<file path="src/hw/rtl/rmhv_pkg.sv">
// ----------------------------------------------------------------------------
// Rank magic hash validator package
// Shared widths, sequencer condition codes and control-word types.
// ----------------------------------------------------------------------------
package rmhv_pkg;

  // Hash and pattern sizing
  localparam int HashBits    = 7;
  localparam int NumPatterns = 1 << HashBits;
  localparam int BoardBits   = 64;
  localparam int SquareBits  = 6;
  localparam int StepBits    = 2;

  // Jump conditions: when the condition is true the sequencer jumps to the
  // target step, otherwise it advances to the next step.
  typedef enum logic [2:0] {
    COND_NEVER     = 3'd0,
    COND_NO_IN     = 3'd1,
    COND_PAT_MORE  = 3'd2,
    COND_PIPE_BUSY = 3'd3,
    COND_OUT_FULL  = 3'd4
  } cond_t;

  // One microcode word
  typedef struct packed {
    cond_t                cond;
    logic [StepBits-1:0]  target;
    logic                 load;   // take an item, clear seen map (on advance)
    logic                 issue;  // issue one pattern (every cycle in step)
    logic                 emit;   // write the result register (on advance)
  } ucode_t;

  // Gated actions from sequencer to datapath
  typedef struct packed {
    logic load;
    logic issue;
    logic emit;
  } dp_ctrl_t;

  // Status from datapath to sequencer
  typedef struct packed {
    logic pat_last;
    logic pipe_busy;
    logic out_full;
  } dp_stat_t;

  // Step addresses of the program
  localparam logic [StepBits-1:0] StepWait  = 2'd0;
  localparam logic [StepBits-1:0] StepIssue = 2'd1;
  localparam logic [StepBits-1:0] StepDrain = 2'd2;
  localparam logic [StepBits-1:0] StepEmit  = 2'd3;

endpackage

</file>
<file path="src/hw/rtl/rank_magic_hash_validator_top.sv">
// ----------------------------------------------------------------------------
// Rank magic hash validator
// Checks that a 64-bit multiplier hashes all 128 rank blocker boards of a
// square to distinct 7-bit buckets.
//
//   channel | ports                            | direction
//   --------+----------------------------------+----------
//   input   | in_valid in_stall in_square      | in
//           | in_magic                         |
//   result  | out_valid out_stall out_valid_res| out
//
// An item is accepted, then 128 patterns are issued (one per cycle into the
// multiply/bucket pipeline), then a drain step waits until the two bucket
// checks still in flight have left the pipeline, and a final step writes the
// result register. The sequencer handles one item at a time. Reset is
// synchronous, active low, and leaves the block ready to accept.
// A stalled result holds in its register while the next item is accepted;
// a new result waits in the final step until that register is free.
// ----------------------------------------------------------------------------
module rank_magic_hash_validator_top (
  input  logic                            clk,
  input  logic                            rst_n,
  input  logic                            in_valid,
  output logic                            in_stall,
  input  logic [rmhv_pkg::SquareBits-1:0] in_square,
  input  logic [rmhv_pkg::BoardBits-1:0]  in_magic,
  output logic                            out_valid,
  input  logic                            out_stall,
  output logic                            out_valid_res
);

  rmhv_pkg::dp_ctrl_t ctrl;
  rmhv_pkg::dp_stat_t stat;

  // Microcode sequencer
  rmhv_sequencer u_seq (
    .clk      (clk),
    .rst_n    (rst_n),
    .in_valid (in_valid),
    .stat     (stat),
    .ctrl     (ctrl),
    .in_stall (in_stall)
  );

  // Hash datapath
  rmhv_datapath u_dp (
    .clk           (clk),
    .rst_n         (rst_n),
    .ctrl          (ctrl),
    .in_square     (in_square),
    .in_magic      (in_magic),
    .out_stall     (out_stall),
    .stat          (stat),
    .out_valid     (out_valid),
    .out_valid_res (out_valid_res)
  );

endmodule

</file>
<file path="src/hw/rtl/rmhv_sequencer.sv">
// ----------------------------------------------------------------------------
// Rank magic hash validator sequencer
// Step counter over a four-word microcode ROM with conditional jumps.
// ----------------------------------------------------------------------------
module rmhv_sequencer (
  input  logic              clk,
  input  logic              rst_n,
  input  logic              in_valid,
  input  rmhv_pkg::dp_stat_t stat,
  output rmhv_pkg::dp_ctrl_t ctrl,
  output logic              in_stall
);

  logic [rmhv_pkg::StepBits-1:0] step_r;
  logic [rmhv_pkg::StepBits-1:0] step_nxt;
  rmhv_pkg::ucode_t              uw;
  logic                          hit;

  // Microcode ROM
  always_comb begin
    unique case (step_r)
      rmhv_pkg::StepWait:
        uw = '{cond: rmhv_pkg::COND_NO_IN, target: rmhv_pkg::StepWait,
               load: 1'b1, issue: 1'b0, emit: 1'b0};
      rmhv_pkg::StepIssue:
        uw = '{cond: rmhv_pkg::COND_PAT_MORE, target: rmhv_pkg::StepIssue,
               load: 1'b0, issue: 1'b1, emit: 1'b0};
      rmhv_pkg::StepDrain:
        uw = '{cond: rmhv_pkg::COND_PIPE_BUSY, target: rmhv_pkg::StepDrain,
               load: 1'b0, issue: 1'b0, emit: 1'b0};
      rmhv_pkg::StepEmit:
        uw = '{cond: rmhv_pkg::COND_OUT_FULL, target: rmhv_pkg::StepEmit,
               load: 1'b0, issue: 1'b0, emit: 1'b1};
      default:
        uw = '{cond: rmhv_pkg::COND_NEVER, target: rmhv_pkg::StepWait,
               load: 1'b0, issue: 1'b0, emit: 1'b0};
    endcase
  end

  // Evaluate the jump condition
  always_comb begin
    unique case (uw.cond)
      rmhv_pkg::COND_NEVER:     hit = 1'b0;
      rmhv_pkg::COND_NO_IN:     hit = !in_valid;
      rmhv_pkg::COND_PAT_MORE:  hit = !stat.pat_last;
      rmhv_pkg::COND_PIPE_BUSY: hit = stat.pipe_busy;
      rmhv_pkg::COND_OUT_FULL:  hit = stat.out_full;
      default:                  hit = 1'b0;
    endcase
  end

  // Jump or advance; the last step wraps to the first
  assign step_nxt = hit ? uw.target : step_r + 1'b1;

  // Gate the actions
  assign ctrl.load  = uw.load && !hit;
  assign ctrl.issue = uw.issue;
  assign ctrl.emit  = uw.emit && !hit;
  assign in_stall   = !uw.load;

  always_ff @(posedge clk) begin
    if (!rst_n) begin
      step_r <= rmhv_pkg::StepWait;
    end else begin
      step_r <= step_nxt;
    end
  end

endmodule

</file>
<file path="src/hw/rtl/rmhv_datapath.sv">
// ----------------------------------------------------------------------------
// Rank magic hash validator datapath
// Pattern counter, rank board build, multiply, bucket select, seen map and
// result register.
// ----------------------------------------------------------------------------
module rmhv_datapath (
  input  logic                                clk,
  input  logic                                rst_n,
  input  rmhv_pkg::dp_ctrl_t                  ctrl,
  input  logic [rmhv_pkg::SquareBits-1:0]     in_square,
  input  logic [rmhv_pkg::BoardBits-1:0]      in_magic,
  input  logic                                out_stall,
  output rmhv_pkg::dp_stat_t                  stat,
  output logic                                out_valid,
  output logic                                out_valid_res
);

  // Item registers
  logic [rmhv_pkg::SquareBits-1:0]  sq_r;
  logic [rmhv_pkg::BoardBits-1:0]   magic_r;
  logic [rmhv_pkg::HashBits-1:0]    pat_r;
  // Multiply stage
  logic                             v1_r;
  logic [rmhv_pkg::BoardBits-1:0]   prod_r;
  // Bucket stage
  logic                             v2_r;
  logic [rmhv_pkg::HashBits-1:0]    bucket_r;
  logic [rmhv_pkg::BoardBits-1:0]   shifted;
  // Seen map and verdict
  logic [rmhv_pkg::NumPatterns-1:0] seen_r;
  logic                             ok_r;
  // Result register
  logic                             out_valid_r;
  logic                             out_res_r;

  logic [7:0]                       rank_byte;
  logic [2:0]                       file;
  logic [2:0]                       rank_idx;

  assign file     = sq_r[2:0];
  assign rank_idx = sq_r[5:3];

  // Build the rank occupancy byte: squares above the file take pattern bits
  // from bit zero up, squares below the file take the remaining bits
  always_comb begin
    rank_byte = '0;
    for (int j = 0; j < 8; j++) begin
      if (3'(j) > file) begin
        rank_byte[j] = pat_r[3'(3'(j) - file - 3'd1)];
      end else if (3'(j) < file) begin
        rank_byte[j] = pat_r[3'(6 - j)];
      end
    end
  end

  // Move the product up to the board's rank and take the top hash bits
  assign shifted = prod_r << {rank_idx, 3'b000};

  assign stat.pat_last  = (pat_r == rmhv_pkg::HashBits'(rmhv_pkg::NumPatterns - 1));
  assign stat.pipe_busy = v1_r || v2_r;
  assign stat.out_full  = out_valid_r && out_stall;

  // Load item, advance patterns and the hash pipeline
  always_ff @(posedge clk) begin
    if (!rst_n) begin
      v1_r  <= 1'b0;
      v2_r  <= 1'b0;
      pat_r <= '0;
    end else begin
      if (ctrl.load) begin
        sq_r    <= in_square;
        magic_r <= in_magic;
        pat_r   <= '0;
      end else if (ctrl.issue) begin
        pat_r <= pat_r + 1'b1;
      end
      v1_r     <= ctrl.issue;
      prod_r   <= magic_r * rmhv_pkg::BoardBits'(rank_byte);
      v2_r     <= v1_r;
      bucket_r <= shifted[rmhv_pkg::BoardBits-1 -: rmhv_pkg::HashBits];
    end
  end

  // Check and mark the bucket; clear the map per item
  always_ff @(posedge clk) begin
    if (!rst_n) begin
      seen_r <= '0;
      ok_r   <= 1'b1;
    end else if (ctrl.load) begin
      seen_r <= '0;
      ok_r   <= 1'b1;
    end else if (v2_r) begin
      if (seen_r[bucket_r]) begin
        ok_r <= 1'b0;
      end
      seen_r[bucket_r] <= 1'b1;
    end
  end

  // Hold the result until taken
  always_ff @(posedge clk) begin
    if (!rst_n) begin
      out_valid_r <= 1'b0;
    end else if (ctrl.emit) begin
      out_valid_r <= 1'b1;
      out_res_r   <= ok_r;
    end else if (out_valid_r && !out_stall) begin
      out_valid_r <= 1'b0;
    end
  end

  assign out_valid     = out_valid_r;
  assign out_valid_res = out_res_r;

endmodule

</file>
<file path="config.mk">
export PLATFORM = sky130hd
export DESIGN_NAME = rank_magic_hash_validator_top
export DESIGN_NICKNAME = d
export VERILOG_FILES = /design/src/hw/rtl/rmhv_pkg.sv /design/src/hw/rtl/rank_magic_hash_validator_top.sv /design/src/hw/rtl/rmhv_sequencer.sv /design/src/hw/rtl/rmhv_datapath.sv
export SDC_FILE = /design/constraint.sdc
export NUM_CORES = 1
export LEC_CHECK = 0
export BUFFER_PORTS_ARGS = -buffer_cell sky130_fd_sc_hd__buf_2
export CAP_MARGIN = 25
export CORE_MARGIN = 5
export CORE_UTILIZATION = 50
export CTS_BUF_LIST = sky130_fd_sc_hd__clkbuf_8
export DETAILED_ROUTE_END_ITERATION = 8
export PLACE_DENSITY = 0.66
export SYNTH_ARGS = -nofsm -noshare
export SYNTH_HDL_FRONTEND = slang
export SYNTH_SLANG_ARGS = --single-unit
</file>
<file path="constraint.sdc">
create_clock -name clk -period 9.2 [get_ports clk]
set_input_delay 0.92 -clock clk [delete_from_list [all_inputs] [get_ports clk]]
set_output_delay 0.92 -clock clk [all_outputs]
set_load 0.02 [all_outputs]
</file>
==> metrics.cfg, run 1 <==
[job]
count_of_max_cap_constraint_violations=0

[routing]
detail_route.iter0.violations=1242
drt_drc_violations_left=0
routedWlPerCell_um=18.2
vias=18000
routed_wire_length_mm=59.8
drt-vias-per-instance=5.47
dr.pass1.iters=5
drtAntennaViolNets=0

[clock_network]
clkTransAtPathRegs_ns=0.07
h-tree-depth=2
clk_path_buf_depth=3
cts.repair_timing.setup_buffer_count=0
cts_resized=0
ctsRootBufferMaster=sky130_fd_sc_hd__clkbuf_8
clock_insertion_delay_at_the_later_pin_of_the_skew_report_ns=0.64
cts_hold_buf=0
numCtsBuffers=50
tritoncts_num_sinks=275
tritoncts=yes

[synth]
postSynth.topFlopCell=sky130_fd_sc_hd__dfxtp_1
ys.warnings.count=0
synth_cell_type_count=77
synth_async_sr_flop_share_pct=0
synth.yosys.seq_area_share_pct=27.2
syn_avg_cell_area_um2=9.91
synth_area_um2=25200
postSynthCellCount=2539
synth_edf_count=134
synthesis.nets=3049
yosys_register_bits=275

[sta]
report.final.hold_viol_count=0
highest_clock_frequency_the_design_can_meet_mhz=120
rsz0062_at_grt=false
hold-worst-slack_ns=0.447
finalCritPeriodShare_pct=90.4
finClkSkew_ns=0.0339
timing.final.setup_violations=0
finalWorstPathRequiredPeriod_ns=8.31
totalNegativeSetupSlack_ns=0
maxSlewViolCount=0
worst_slew_margin_rel_pct=28.7
least_margin_pin_slew_ns=1.07

[layout]
layout-area-overhead-vs-synth_pct=8.82
final_net_count=3085
antenna-diode-count=0
final.fill_count=4432
layout-drive-gt1-share_pct=10.1

[pwr]
switching_share_pct=39.2
net-switching-power_mw=1.94
power-per-cell-area_nw_per_um2=180
total_power_mw=4.94
p_leak_nw=12.2
power_frac_seq_pct=35.7
cell_internal_pwr_mw=3.00
power.ir.vdd_worst_mv=0.176
power_share_of_the_clock_group_pct=26.4
power_frac_comb_pct=37.9

[setup_path]
critPathLaunchType=flip-flop
worst_setup_path_end_kind=flip-flop
cp_data_required_time_ns=9.59
critical_path_fanout_max=33
worst_path_slowest_cell=sky130_fd_sc_hd__edfxtp_1
cp_num_buf_inv=4
cp_num_cells=26
timing.critical_path.max_delay_family=adder cells
critPathArrivalTime_ns=8.71
setup.worst_path.class=reg2reg
reg2reg_depth=26
slowest_stage_delay_on_critical_path_ns=0.69
rrSetupSlack_ns=0.89
worstSetupEndpoint=u_dp.prod_r[61]
r2r_end=u_dp.prod_r[61]
critical-path-top-cell-by-count=sky130_fd_sc_hd__fa_1
worst_r2r_startpoint=u_dp.sq_r[0]
startpoint=u_dp.sq_r[0]

[placed_design]
dp_hpwl_mm=43.6
port-buffer-count=76
globalplace.congestion=0.844

[grt]
grt_overflow=0
grt_max_degree=84
grtUsageTotal_pct=22.5
vias_in_the_first_global_route=19300
antenna_violations_before_repair=0
grt_pass1_wl_mm=99.4

[die]
fp-row-count=82
die_height_um=234
die_width_um=234
initial_core_utilization_pct=50.4
core_area_um2=50000
floorplan.die_area_um2=54900
ios=77

[outcome]
status=completed

[min_path]
holdCritPathClass=reg2reg

==> sequential cells by signal, summed over array words and instances, names as in the netlist <==
| name | count |
|---|---|
| u_dp.prod_r | 56 |
| u_seq.step_r | 2 |
| u_dp.bucket_r | 7 |
| u_dp.magic_r | 64 |
| u_dp.pat_r | 7 |
| u_dp.v1_r | 1 |
| u_dp.out_valid_res | 1 |
| u_dp.v2_r | 1 |
| u_dp.seen_r | 128 |
| u_dp.out_valid | 1 |
| u_dp.ok_r | 1 |
| u_dp.sq_r | 6 |
==> per-stage QoR <==
step                      worst slack (ns)  utilization [%]  instance area (um^2)  instances
final                                0.886             54.8                 27400       3288
after global placement               0.797             52.4                 26200       3191
after CTS                            0.897             54.8                 27400       3288
after floorplan                       1.99                -                 25200       2539
after detailed placement             0.926             52.5                 26300       3195
after global routing                 0.323             54.8                 27400       3288
==> layer usage <==
metal | up-vias | GRT usage [%] | part of all wire, %
met5 | - | 0 | 0
met4 | 0 | 7.35 | 2.7
met3 | 124 | 3.89 | 5.4
met2 | 503 | 37.4 | 49
met1 | 9115 | 30.2 | 43
li1 | 8258 | - | -
==> worst min-delay path by stage <==
stage                       from            endpoint  slack (ns)  cells after the start
finish                 u_dp.ok_r  u_dp.out_valid_res        0.45                      0
global route        in_magic[10]    u_dp.magic_r[10]        0.42                      1
CTS                  in_magic[8]     u_dp.magic_r[8]        0.39                      1
detailed placement     u_dp.ok_r  u_dp.out_valid_res        0.44                      0
global placement       u_dp.ok_r  u_dp.out_valid_res        0.43                      0
floorplan              u_dp.ok_r  u_dp.out_valid_res        0.41                      0
==> area by class of cell <==
type	count	area [um^2]	share of cell area (%)
inverter	334	1250	4.58
timing repair buffer	99	611	2.23
clock buffer	59	812	2.97
clock inverter	34	317	1.16
tap	672	841	3.07
multi-input combinational	1815	16700	61.0
sequential	275	6850	25.0
==> kinds of logic (layout without fill, tap and decap cells) <==
logic type               Yosys count  count (layout)  synth area share [%]
AND/OR/NAND/NOR                  864             864                  17.9
buffers and inverters            449             526                  6.79
adder cells (fa/ha/maj)          436             436                  32.1
AO/OA/AOI/OAI                    373             373                  9.20
flip-flops                       275             275                  27.2
multiplexers                      76              76                  4.49
XOR/XNOR                          66              66                  2.30
==> cells in the final DEF (no fill, tap or decap), types with 8 or more instances in the layout <==
| cell | instances |
|---|---|
| sky130_fd_sc_hd__fa_1 | 348 |
| sky130_fd_sc_hd__and2_1 | 344 |
| sky130_fd_sc_hd__inv_1 | 344 |
| sky130_fd_sc_hd__a21oi_1 | 194 |
| sky130_fd_sc_hd__nor2_1 | 190 |
| sky130_fd_sc_hd__nand2_1 | 160 |
| sky130_fd_sc_hd__dfxtp_1 | 141 |
| sky130_fd_sc_hd__edfxtp_1 | 134 |
| sky130_fd_sc_hd__ha_1 | 88 |
| sky130_fd_sc_hd__buf_2 | 77 |
| sky130_fd_sc_hd__nor2b_1 | 63 |
| sky130_fd_sc_hd__clkbuf_8 | 59 |
| sky130_fd_sc_hd__xnor2_1 | 47 |
| sky130_fd_sc_hd__o21ai_0 | 40 |
| sky130_fd_sc_hd__mux4_2 | 27 |
| sky130_fd_sc_hd__mux2_2 | 25 |
| sky130_fd_sc_hd__nand3_1 | 24 |
| sky130_fd_sc_hd__mux2i_1 | 24 |
| sky130_fd_sc_hd__a21o_1 | 24 |
| sky130_fd_sc_hd__nand2b_1 | 20 |
| sky130_fd_sc_hd__xor2_1 | 19 |
| sky130_fd_sc_hd__buf_4 | 19 |
| sky130_fd_sc_hd__nand4_1 | 17 |
| sky130_fd_sc_hd__a211oi_1 | 13 |
| sky130_fd_sc_hd__a31oi_1 | 12 |
| sky130_fd_sc_hd__nor3_1 | 11 |
| sky130_fd_sc_hd__a221oi_1 | 9 |
| sky130_fd_sc_hd__o21a_1 | 8 |
| sky130_fd_sc_hd__a22oi_1 | 8 |
==> worst reg2reg max path, cell delays in order, from the launching register on <==
cell	delay [ns]
sky130_fd_sc_hd__edfxtp_1	0.69
sky130_fd_sc_hd__inv_1	0.23
sky130_fd_sc_hd__ha_1	0.46
sky130_fd_sc_hd__mux2i_1	0.15
sky130_fd_sc_hd__o21ai_0	0.22
sky130_fd_sc_hd__mux2i_1	0.15
sky130_fd_sc_hd__o21a_1	0.22
sky130_fd_sc_hd__a21oi_4	0.69
sky130_fd_sc_hd__buf_4	0.45
sky130_fd_sc_hd__and2_1	0.21
sky130_fd_sc_hd__fa_1	0.42
sky130_fd_sc_hd__fa_1	0.52
sky130_fd_sc_hd__fa_1	0.55
sky130_fd_sc_hd__inv_1	0.06
sky130_fd_sc_hd__fa_1	0.53
sky130_fd_sc_hd__inv_1	0.04
sky130_fd_sc_hd__ha_1	0.34
sky130_fd_sc_hd__a21o_1	0.19
sky130_fd_sc_hd__a21o_1	0.17
sky130_fd_sc_hd__a21oi_1	0.26
sky130_fd_sc_hd__nand3_1	0.12
sky130_fd_sc_hd__nor4b_1	0.38
sky130_fd_sc_hd__o211ai_1	0.20
sky130_fd_sc_hd__a221oi_2	0.42
sky130_fd_sc_hd__nor3b_2	0.10
sky130_fd_sc_hd__a211oi_2	0.23
sky130_fd_sc_hd__xnor2_1	0.09
==> cells in the mapped netlist (all sizes together) (5+ instances only) <==
library cell  instances  share of area [%]
o211ai                7               0.23
a31oi                13               0.38
nand2               161                2.4
ha                   88                4.4
o21a                  8               0.24
edfxtp              134                 16
nand3                26               0.56
a211oi               16               0.54
nor2                194                2.9
and2                346                8.6
xor2                 19               0.66
o221ai                5               0.20
mux2i                24               0.95
clkbuf               92                1.4
and3                  5               0.14
nor3                 16               0.34
nand4                17               0.42
nand2b               20               0.50
fa                  348                 28
xnor2                47                1.6
nor2b                63                1.6
a221oi               11               0.43
a21oi               195                3.9
buf                  23               0.43
mux2                 25                1.1
o22ai                 7               0.17
o21ai                44               0.89
mux4                 27                2.4
a22o                  5               0.17
a22oi                 8               0.24
inv                 333                5.0
dfxtp               141                 11
a21o                 24               0.72
==> power groups by stage <==
| stage | sequential (mW) | combinational [mW] | clock, mW |
|---|---|---|---|
| 2_1_floorplan | 1.64 | 1.44 | 0 |
| 3_3_place_gp | 1.78 | 1.83 | 0 |
| 3_5_place_dp | 1.78 | 1.88 | 0 |
| 4_1_cts | 1.76 | 1.89 | 1.34 |
| 5_1_grt | 1.79 | 2.13 | 1.40 |
| 6_report | 1.76 | 1.87 | 1.30 |
Power figures use the tool's default switching activity.
==> inputs of run 2 (changes only) <==
--- a/config.mk
+++ b/config.mk
@@ -11,6 +11,7 @@
 export CORE_UTILIZATION = 50
 export CTS_BUF_LIST = sky130_fd_sc_hd__clkbuf_8
 export DETAILED_ROUTE_END_ITERATION = 8
+export MAX_ROUTING_LAYER = met4
 export PLACE_DENSITY = 0.66
 export SYNTH_ARGS = -nofsm -noshare
 export SYNTH_HDL_FRONTEND = slang
==> metrics.cfg, run 2 (same netlist as run 1, synthesis figures left out) <==
[layout]
fin_util_pct=54.8
instances_no_fill=3288
layout-drive-gt1-share_pct=10.1
antenna-diode-count=0
max_flop_register=u_dp.seen_r
final_design_area_no_fill_um2=27400
final.fill_count=4432
layout-area-overhead-vs-synth_pct=8.82
reg_top3=u_dp.seen_r x128, u_dp.magic_r x64, u_dp.prod_r x56
final_net_count=3085
mostFrequentLayoutCell=sky130_fd_sc_hd__fa_1
flip_flop_count_of_the_largest_register_after_layout=128
layout.cells.most_common_list=348 x sky130_fd_sc_hd__fa_1, 344 x sky130_fd_sc_hd__and2_1, 344 x sky130_fd_sc_hd__inv_1

[clock_network]
numCtsBuffers=50
cts.repair_timing.setup_buffer_count=0
h-tree-depth=2
clock_insertion_delay_at_the_later_pin_of_the_skew_report_ns=0.64
clkTransAtPathRegs_ns=0.07
ctsRootBufferMaster=sky130_fd_sc_hd__clkbuf_8
tritoncts_num_sinks=275
tritoncts=yes
cts_resized=0
clk_path_buf_depth=3
cts_hold_buf=0

[sta]
worst_slew_margin_rel_pct=28.5
hold-worst-slack_ns=0.447
report.final.hold_viol_count=0
finClkSkew_ns=0.0335
finalWorstSetupSlack_ns=0.900
maxSlewViolCount=0
highest_clock_frequency_the_design_can_meet_mhz=120
finalCritPeriodShare_pct=90.2
least_margin_pin_slew_ns=1.07
finalWorstPathRequiredPeriod_ns=8.30
timing.final.setup_violations=0
totalNegativeSetupSlack_ns=0
rsz0062_at_grt=false

[setup_path]
setup.worst_path.class=reg2reg
worst_r2r_startpoint=u_dp.sq_r[0]
critPathLaunchType=flip-flop
reg2reg_depth=26
rrSetupSlack_ns=0.90
worst_setup_path_end_kind=flip-flop
critical_path_fanout_max=33
cp_data_required_time_ns=9.60
critPathArrivalTime_ns=8.70
r2r_end=u_dp.prod_r[61]

[placed_design]
place_area_um2=26300
post-place-ws_ns=0.926
place.detailed.instances=3195
port-buffer-count=76
globalplace.congestion=0.858
dp_hpwl_mm=43.6

[outcome]
status=completed

[routing]
vias=18000
dr.pass1.iters=5
drt-vias-per-instance=5.48
routed_wire_length_mm=59.8
drt_drc_violations_left=0
detail_route.iter0.violations=1278
drtAntennaViolNets=0
routedWlPerCell_um=18.2

[grt]
grt_max_degree=84
vias_in_the_first_global_route=19300
grtUsageTotal_pct=23.1
antenna_violations_before_repair=0
grt_pass1_wl_mm=99.4
grt_overflow=0

[die]
core_area_um2=50000
die_width_um=234
die_height_um=234
ios=77
initial_core_utilization_pct=50.4
floorplan.die_area_um2=54900
fp-row-count=82

[min_path]
endpoint_of_the_worst_hold_path=u_dp.out_valid_res
whs_path_depth=0
hold_sp=u_dp.ok_r
holdCritPathClass=reg2reg

[pwr]
total_power_mw=4.94
p_leak_nw=12.2
power-per-cell-area_nw_per_um2=180
power.ir.vdd_worst_mv=0.176

[job]
count_of_max_cap_constraint_violations=0

[run 2: area by class of cell]
cell class	instances	area [um^2]	share of cell area (%)
multi-input cells	1815	16700	61.0
flip-flops and latches	275	6850	25.0
inverters	334	1250	4.58
well taps	672	841	3.07
clock buffers	59	812	2.97
repair buffers	99	611	2.23
clock inverters	34	317	1.16
[run 2: worst max-delay path by stage]
stage / start / endpoint / slack [ns] / cells past startpoint
6_report: u_dp.sq_r[0] / u_dp.prod_r[61] / 0.90 / 26
5_1_grt: u_dp.sq_r[0] / u_dp.prod_r[63] / 0.32 / 25
4_1_cts: u_dp.sq_r[0] / u_dp.prod_r[63] / 0.90 / 25
3_5_place_dp: u_dp.sq_r[0] / u_dp.prod_r[61] / 0.93 / 26
3_3_place_gp: u_dp.sq_r[0] / u_dp.prod_r[63] / 0.80 / 25
2_1_floorplan: u_dp.sq_r[0] / u_dp.prod_r[60] / 1.99 / 31
[run 2: per-layer routing]
| metal | GRT usage [%] | wire (um) |
|---|---|---|
| met4 | 7.35 | 1690 |
| met5 | - | 0 |
| met1 | 30.3 | 25900 |
| met3 | 3.74 | 3060 |
| met2 | 37.4 | 29200 |
[run 2: power by group]
group	total [mW]	switching (mW)	internal [mW]	leakage, nW
clock network	1.30	0.548	0.756	0.616
registers	1.76	0.237	1.53	2.44
logic	1.87	1.15	0.720	9.13
total	4.94	1.94	3.00	12.2
[run 2: worst max-delay path, cell delays in order, from the launching register on]
cell	delay [ns]
sky130_fd_sc_hd__edfxtp_1	0.69
sky130_fd_sc_hd__inv_1	0.23
sky130_fd_sc_hd__ha_1	0.46
sky130_fd_sc_hd__mux2i_1	0.15
sky130_fd_sc_hd__o21ai_0	0.22
sky130_fd_sc_hd__mux2i_1	0.15
sky130_fd_sc_hd__o21a_1	0.22
sky130_fd_sc_hd__a21oi_4	0.69
sky130_fd_sc_hd__buf_4	0.43
sky130_fd_sc_hd__and2_1	0.20
sky130_fd_sc_hd__fa_1	0.42
sky130_fd_sc_hd__fa_1	0.52
sky130_fd_sc_hd__fa_1	0.55
sky130_fd_sc_hd__inv_1	0.06
sky130_fd_sc_hd__fa_1	0.53
sky130_fd_sc_hd__inv_1	0.04
sky130_fd_sc_hd__ha_1	0.34
sky130_fd_sc_hd__a21o_1	0.19
sky130_fd_sc_hd__a21o_1	0.17
sky130_fd_sc_hd__a21oi_1	0.25
sky130_fd_sc_hd__nand3_1	0.12
sky130_fd_sc_hd__nor4b_1	0.37
sky130_fd_sc_hd__o211ai_1	0.20
sky130_fd_sc_hd__a221oi_2	0.41
sky130_fd_sc_hd__nor3b_2	0.10
sky130_fd_sc_hd__a211oi_2	0.23
sky130_fd_sc_hd__xnor2_1	0.09
==> inputs of run 3 (changes only) <==
--- a/config.mk
+++ b/config.mk
@@ -8,11 +8,10 @@
 export BUFFER_PORTS_ARGS = -buffer_cell sky130_fd_sc_hd__buf_2
 export CAP_MARGIN = 25
 export CORE_MARGIN = 5
-export CORE_UTILIZATION = 50
+export CORE_UTILIZATION = 28
 export CTS_BUF_LIST = sky130_fd_sc_hd__clkbuf_8
 export DETAILED_ROUTE_END_ITERATION = 8
 export MAX_ROUTING_LAYER = met4
-export PLACE_DENSITY = 0.66
 export SYNTH_ARGS = -nofsm -noshare
 export SYNTH_HDL_FRONTEND = slang
 export SYNTH_SLANG_ARGS = --single-unit
==> metrics.cfg, run 3 (same netlist as run 1, synthesis figures left out) <==
[routing]
vias=17700
detail_route.iter0.violations=861
routedWlPerCell_um=16.2
drt-vias-per-instance=4.66
drtAntennaViolNets=0
drt_drc_violations_left=0
routed_wire_length_mm=61.4
dr.pass1.iters=5

[die]
die_width_um=310
die_height_um=310
ios=77
floorplan.die_area_um2=96000
initial_core_utilization_pct=28.1
core_area_um2=89600
fp-row-count=110

[grt]
grtUsageTotal_pct=13.4
grt_overflow=0
antenna_violations_before_repair=3
grt_max_degree=94
grt_pass1_wl_mm=102
vias_in_the_first_global_route=18800

[min_path]
hold_sp=in_magic[22]
whs_path_depth=1
endpoint_of_the_worst_hold_path=u_dp.magic_r[22]
holdCritPathClass=in2reg

[sta]
highest_clock_frequency_the_design_can_meet_mhz=118
rsz0062_at_grt=false
timing.final.setup_violations=0
finalWorstSetupSlack_ns=0.750
finalCritPeriodShare_pct=91.8
worst_slew_margin_rel_pct=29.9
finClkSkew_ns=0.0399
least_margin_pin_slew_ns=1.05
totalNegativeSetupSlack_ns=0
report.final.hold_viol_count=0
maxSlewViolCount=0
finalWorstPathRequiredPeriod_ns=8.45

[layout]
final_design_area_no_fill_um2=28000
flip_flop_count_of_the_largest_register_after_layout=128
final_net_count=3092
final.fill_count=9291
fin_util_pct=31.3
max_flop_register=u_dp.seen_r
layout.cells.most_common_list=348 x sky130_fd_sc_hd__inv_1, 348 x sky130_fd_sc_hd__fa_1, 344 x sky130_fd_sc_hd__and2_1
reg_top3=u_dp.seen_r x128, u_dp.magic_r x64, u_dp.prod_r x56
layout-drive-gt1-share_pct=10.2
layout-area-overhead-vs-synth_pct=11.3

[placed_design]
place_area_um2=26900
globalplace.congestion=0.875
port-buffer-count=76
dp_hpwl_mm=45.2
post-place-ws_ns=0.509

[clock_network]
cts_resized=0
clkTransAtPathRegs_ns=0.06
ctsRootBufferMaster=sky130_fd_sc_hd__clkbuf_8
tritoncts=yes
cts.repair_timing.setup_buffer_count=0
h-tree-depth=2
tritoncts_num_sinks=275
cts_hold_buf=0
clock_insertion_delay_at_the_later_pin_of_the_skew_report_ns=0.66
numCtsBuffers=49
clk_path_buf_depth=3

[pwr]
power.ir.vdd_worst_mv=0.125
power_frac_comb_pct=38.5
net-switching-power_mw=1.94
power-per-cell-area_nw_per_um2=173
p_leak_nw=12.2
power_share_of_the_clock_group_pct=25.1
cell_internal_pwr_mw=2.91
switching_share_pct=40.0
power_frac_seq_pct=36.4

[setup_path]
rrSetupSlack_ns=0.75
critPathArrivalTime_ns=8.84
reg2reg_depth=24
r2r_end=u_dp.prod_r[61]
critical_path_fanout_max=34
cp_data_required_time_ns=9.59
critPathLaunchType=flip-flop
worst_setup_path_end_kind=flip-flop
worst_r2r_startpoint=u_dp.sq_r[0]
setup.worst_path.class=reg2reg

[outcome]
status=completed

[job]
count_of_max_cap_constraint_violations=0

run 3: worst max-delay path by stage:
| stage | start | end | slack (ns) | cells past startpoint |
|---|---|---|---|---|
| 2_1_floorplan | u_dp.sq_r[0] | u_dp.prod_r[60] | 1.99 | 31 |
| 3_3_place_gp | u_dp.sq_r[0] | u_dp.prod_r[61] | 0.54 | 26 |
| 3_5_place_dp | u_dp.sq_r[0] | u_dp.prod_r[61] | 0.51 | 26 |
| 4_1_cts | u_dp.sq_r[0] | u_dp.prod_r[61] | 0.45 | 26 |
| 5_1_grt | u_dp.sq_r[0] | u_dp.prod_r[63] | 0.35 | 25 |
| 6_report | u_dp.sq_r[0] | u_dp.prod_r[61] | 0.75 | 24 |
run 3: cell type report:
type	instances	area (um^2)	share of cell area, %
sequential	275	6850	24.4
antenna	1	2.50	0.00893
inverter	334	1250	4.48
tap	1176	1470	5.25
clock inverter	29	206	0.737
clock buffer	62	853	3.05
multi-input combinational	1815	16700	59.6
timing repair buffer	107	676	2.41
run 3: power groups by stage:
stage,registers [mW],clock network [mW],logic [mW]
floorplan,1.64,0,1.44
global placement,1.79,0,1.87
detailed placement,1.79,0,1.89
CTS,1.77,1.27,1.90
global route,1.79,1.32,2.12
finish,1.77,1.22,1.87
run 3: critical path, cell delays in order, from the launching register on:
cell                       delay (ns)
sky130_fd_sc_hd__edfxtp_1        0.72
sky130_fd_sc_hd__inv_1           0.22
sky130_fd_sc_hd__ha_1            0.47
sky130_fd_sc_hd__mux4_2          0.37
sky130_fd_sc_hd__mux2i_1         0.13
sky130_fd_sc_hd__mux2_2          0.78
sky130_fd_sc_hd__buf_4           0.32
sky130_fd_sc_hd__nor2b_1         0.07
sky130_fd_sc_hd__fa_1            0.48
sky130_fd_sc_hd__fa_1            0.53
sky130_fd_sc_hd__fa_1            0.54
sky130_fd_sc_hd__inv_1           0.06
sky130_fd_sc_hd__fa_1            0.53
sky130_fd_sc_hd__inv_1           0.04
sky130_fd_sc_hd__ha_1            0.35
sky130_fd_sc_hd__a21o_1          0.20
sky130_fd_sc_hd__a21o_1          0.17
sky130_fd_sc_hd__a21oi_1         0.34
sky130_fd_sc_hd__nand3_1         0.12
sky130_fd_sc_hd__nor4b_1         0.58
sky130_fd_sc_hd__o211ai_1        0.22
sky130_fd_sc_hd__a221oi_2        0.42
sky130_fd_sc_hd__nor3b_2         0.11
sky130_fd_sc_hd__a211oi_2        0.24
sky130_fd_sc_hd__xnor2_1         0.08
run 3: per-stage QoR:
step	hold WS [ns]	power (mW)	std cells
finish	0.429	4.85	3799
global route	0.365	5.23	3798
CTS	0.349	4.94	3797
detailed placement	0.430	3.68	3706
global placement	0.426	3.66	3704
floorplan	0.409	3.08	2539
run 3: per-layer routing:
metal	GRT usage (%)	part of all wire, %	vias up
met1	16.5	43	8934
li1	-	-	8294
met2	23.4	51	351
met5	-	0	-
met4	3.31	2.5	0
met3	1.86	3.7	106
